===== config.mk =====
export PLATFORM = sky130hd
export DESIGN_NAME = plc_cell
export DESIGN_NICKNAME = d
export VERILOG_FILES = /design/src/sv/plc_pkg.sv /design/src/sv/plc_cell.sv
export SDC_FILE = /design/constraint.sdc
export NUM_CORES = 1
export LEC_CHECK = 0
export BUFFER_PORTS_ARGS = -buffer_cell sky130_fd_sc_hd__buf_2
export CORE_MARGIN = 2
export CORE_UTILIZATION = 42
export CTS_CLUSTER_DIAMETER = 100
export DETAILED_ROUTE_END_ITERATION = 8
export GPL_TIMING_DRIVEN = 0
export PLACE_DENSITY = 0.88
export SLEW_MARGIN = 25
export SYNTH_ARGS = -nofsm -noshare
export SYNTH_HDL_FRONTEND = slang
export SYNTH_SLANG_ARGS = --single-unit
export TNS_END_PERCENT = 5

===== constraint.sdc =====
create_clock -name clk -period 3.6 [get_ports clk]
set_input_delay 0.72 -clock clk [delete_from_list [all_inputs] [get_ports clk]]
set_output_delay 0.72 -clock clk [all_outputs]
set_load 0.01 [all_outputs]

===== src/sv/plc_pkg.sv =====
// Shared types and constants for the positional list core.
`default_nettype none

package plc_pkg;

  localparam int CAPACITY_DEF = 64;
  localparam int DATA_W       = 32;
  localparam int POS_W        = 16;
  localparam int OP_W         = 2;
  localparam int STATUS_W     = 2;
  localparam int ENTRY_W      = 7;

  localparam logic [OP_W-1:0] OP_INSERT = 2'd0;
  localparam logic [OP_W-1:0] OP_DELETE = 2'd1;
  localparam logic [OP_W-1:0] OP_DUMP   = 2'd2;

  localparam logic [STATUS_W-1:0] STAT_OK    = 2'd0;
  localparam logic [STATUS_W-1:0] STAT_FULL  = 2'd1;
  localparam logic [STATUS_W-1:0] STAT_EMPTY = 2'd2;

  // What every cell does in a cycle.
  typedef enum logic [1:0] {
    CELL_HOLD,
    CELL_INS,   // cells above slot take left neighbor, slot takes value
    CELL_DEL,   // cells at and above slot take right neighbor
    CELL_ROT    // cells below slot take right neighbor, slot takes value
  } cell_kind_t;

  typedef struct packed {
    cell_kind_t                 kind;
    logic signed [DATA_W-1:0]   value;
  } cell_ctl_t;

endpackage

`default_nettype wire


===== src/sv/plc_cell.sv =====
// One storage cell of the shifting list.
`default_nettype none

module plc_cell #(
  parameter int IDX_W = 6,
  parameter int INDEX = 0
) (
  input  wire                                  clk,
  input  wire  plc_pkg::cell_ctl_t             ctl,
  input  wire  [IDX_W-1:0]                     slot,
  input  wire  signed [plc_pkg::DATA_W-1:0]    left,
  input  wire  signed [plc_pkg::DATA_W-1:0]    right,
  output logic signed [plc_pkg::DATA_W-1:0]    data
);
  import plc_pkg::*;

  localparam logic [IDX_W-1:0] MY_IDX = IDX_W'(INDEX);

  logic signed [DATA_W-1:0] data_next;

  always_comb begin
    data_next = data;
    case (ctl.kind)
      CELL_INS: begin
        if (MY_IDX > slot) data_next = left;
        else if (MY_IDX == slot) data_next = ctl.value;
      end
      CELL_DEL: begin
        if (MY_IDX >= slot) data_next = right;
      end
      CELL_ROT: begin
        if (MY_IDX < slot) data_next = right;
        else if (MY_IDX == slot) data_next = ctl.value;
      end
      default: data_next = data;
    endcase
  end

  always_ff @(posedge clk) begin
    data <= data_next;
  end

endmodule

`default_nettype wire


==> run summary <==
Final WL: 5430 µm
Post-synth top area cell: edfxtp_1
Max-Cap Viols: 0
Final non-filler cell total: 330
Postcts setup bufs: 0
Flop-to-flop setup slack: 2.41 ns
Crit path time final: 2.85 ns
PD cells: 328 nW/µm²
Max Fanout on Critical Path: 32
Yosys cell types: 19
Inst Count DP: 322
Crit-path most repeated cell: buf_6
Largest registers: data x32
Synth Flop Type: edfxtp_1
Worst slew margin: 47.3%
CTS sink cnt: 32
Max reg flops: 32
Required @ worst endpoint: 3.51 ns
Leakage: 1.08 nW
Die area: 5550 µm²
Top Ports: 137
Root Driver: clkbuf_8
WL/cell: 16.4 µm
Drt first pass iters: 4
Core box area: 4750 µm²
H-Tree Depth: 2
Vias per cell: 5.54
Chip width: 74.5 µm
Diodes inserted: 0
TritonCTS clock tree: done
Met1 WL: 2330 µm
Initial antenna violation count: 0
Top cells by count, synth: edfxtp_1 (32), nand3b_1 (31), o221a_2 (31), mux2_2 (18), mux2_1 (13)
ANT nets after route: 0
Synth warn: 0
Cts hold-fix bufs: 0
Die Height: 74.5 µm
Worst slew pin tran: 0.787 ns
Crit path max-delay family: simple AND/OR/NAND/NOR gates
Syn Inst Count: 152
Register name with the most flops: data
Critical path startpoint category: input pin
Via count: 1828
Final period util: 79.2%
Setup CP Type: in -> reg
Initial core utilization: 43.9%
GP Congestion: 0.726
Largest cells by area after synthesis: edfxtp_1 (46%), o221a_2 (17%), nand3b_1 (11%)
Setup repair after global routing missed its margin: no
Mean Syn Cell Area: 13.7 µm²
CP max stage delay: 0.61 ns
CP Data Arrival Time: 2.76 ns
Nets: 367
Num CTS Buffers: 5
Most common cell in the netlist: edfxtp_1
# resized after CTS: 0
Metal2 WL: 2620 µm
Hold Path Class: reg -> reg
Total congestion overflow: 0
Pins Over Slew Limit: 0
Ys async rst share: 0%
Synth Net Count: 257
Synth Register Bits: 32
Routed length on met3: 421 µm
Clk_lat worst skew: 0.28 ns
Worst path slowest cell: nand2_2
Residual DRC: 0
Vias in the first global route: 1760
CP cell instances: buf_2 > or4_4 > nor3_4 > buf_6 > buf_6 > buf_4 > nand2_1 > nand2_2
Worst Hold Depth: 2
Final HPWL DP: 3940 µm
Worst path depth: 8
Layout cells sized above 1: 65.0%
Status: finished, final reports clean
Cells on worst reg2reg path: 2
Final setup viols: 0
IO Port Bufs: 103
Fmax: 351 MHz
Largest net degree at the start of global routing: 33
Cell area after synthesis: 2090 µm²
Highest routed metal layer: met4
Worst Skew: 0 ns
Synth top area share: 46.0%
VDD IR max: 160 µV
Synth-to-Final Area Change: 32.7%
Sum of negative setup slack: 0 ns
Post-synth EDFFs: 32
# rows: 25
Sequential area share after synthesis: 46.0%
Hold Vio Cnt, Final: 0
Max Buffers Root-to-Sink: 2
CP Buf/Inv Count: 4
Worst-path clk slew: 0.06 ns
Critical Path End Type: flop
Iter 0 DRT Violations: 115
GRT Total Usage: 19.6%
First-pass GRT wire length: 8250 µm
metrics by stage:
stage	worst slack (ns)	hold slack (ns)	utilization, %	power, W	area (µm²)
3_3_place_gp	0.0228	0.709	56.5	0.000646	2690
3_5_place_dp	0.448	0.715	56.6	0.000653	2690
6_report	0.749	0.729	58.3	0.000909	2770
5_1_grt	0.619	0.752	58.3	0.000947	2770
4_1_cts	0.741	0.731	58.3	0.000912	2770
2_1_floorplan	0.577	0.752	-	0.000566	2090
cell families (layout without fill, tap and decap cells):
| kind of cell | Yosys count | in the layout | synth area share, % |
|---|---|---|---|
| buffers and inverters | 18 | 129 | 5.39 |
| flip-flops | 32 | 32 | 46.0 |
| AO/OA/AOI/OAI | 34 | 34 | 18.6 |
| multiplexers | 31 | 31 | 16.7 |
| AND/OR/NAND/NOR | 37 | 37 | 13.2 |
final timing paths:
check | startpoint | endpoint
max | slot[5] | data[13]
min | data[14] | data[14]
max reg2reg | data[11] | data[11]
min reg2reg | data[14] | data[14]
layer usage:
| metal | up-vias | GRT usage, % |
|---|---|---|
| met5 | - | 0 |
| met3 | 7 | 5.15 |
| met1 | 875 | 24.1 |
| met2 | 85 | 34.7 |
| li1 | 861 | - |
| met4 | 0 | 4.17 |
where the power goes:
group | switching [W] | leakage, nW | internal, W
clock | 0.000130 | 0.0399 | 0.000135
combinational | 0.0000850 | 0.729 | 0.000102
sequential | 0.0000124 | 0.307 | 0.000445
worst register-to-register path: cells and delay by family, from the launching register on:
| family | cells | cell delay (ns) |
|---|---|---|
| flip-flops | 1 | 0.40 |
| multiplexers | 1 | 0.30 |
| AO/OA/AOI/OAI | 1 | 0.25 |
cell type report:
cell class / count / area (µm²)
inverters: 1 / 3.75
clock inverters: 1 / 3.75
clock buffers: 7 / 76.3
fillers: 423 / 1980
well taps: 67 / 83.8
flip-flops and latches: 32 / 961
plain buffers: 17 / 109
multi-input cells: 102 / 1020
repair buffers: 103 / 515
placed cells by master (no fill, tap or decap):
cell and n:
clkinv_1 1, nand3b_1 31, buf_8 1, buf_6 2
mux2_1 13, a21oi_1 1, inv_1 1, o41ai_4 1
nand2_2 1, or4_4 1, buf_4 4, mux2_2 18
edfxtp_1 32, nor2_1 1, nor3_1 1, nand2_1 1
a211oi_1 1, nor3_4 1, buf_2 106, clkbuf_8 5
o221a_2 31, clkbuf_1 9
No activity file was read; power rests on OpenSTA's default activity.
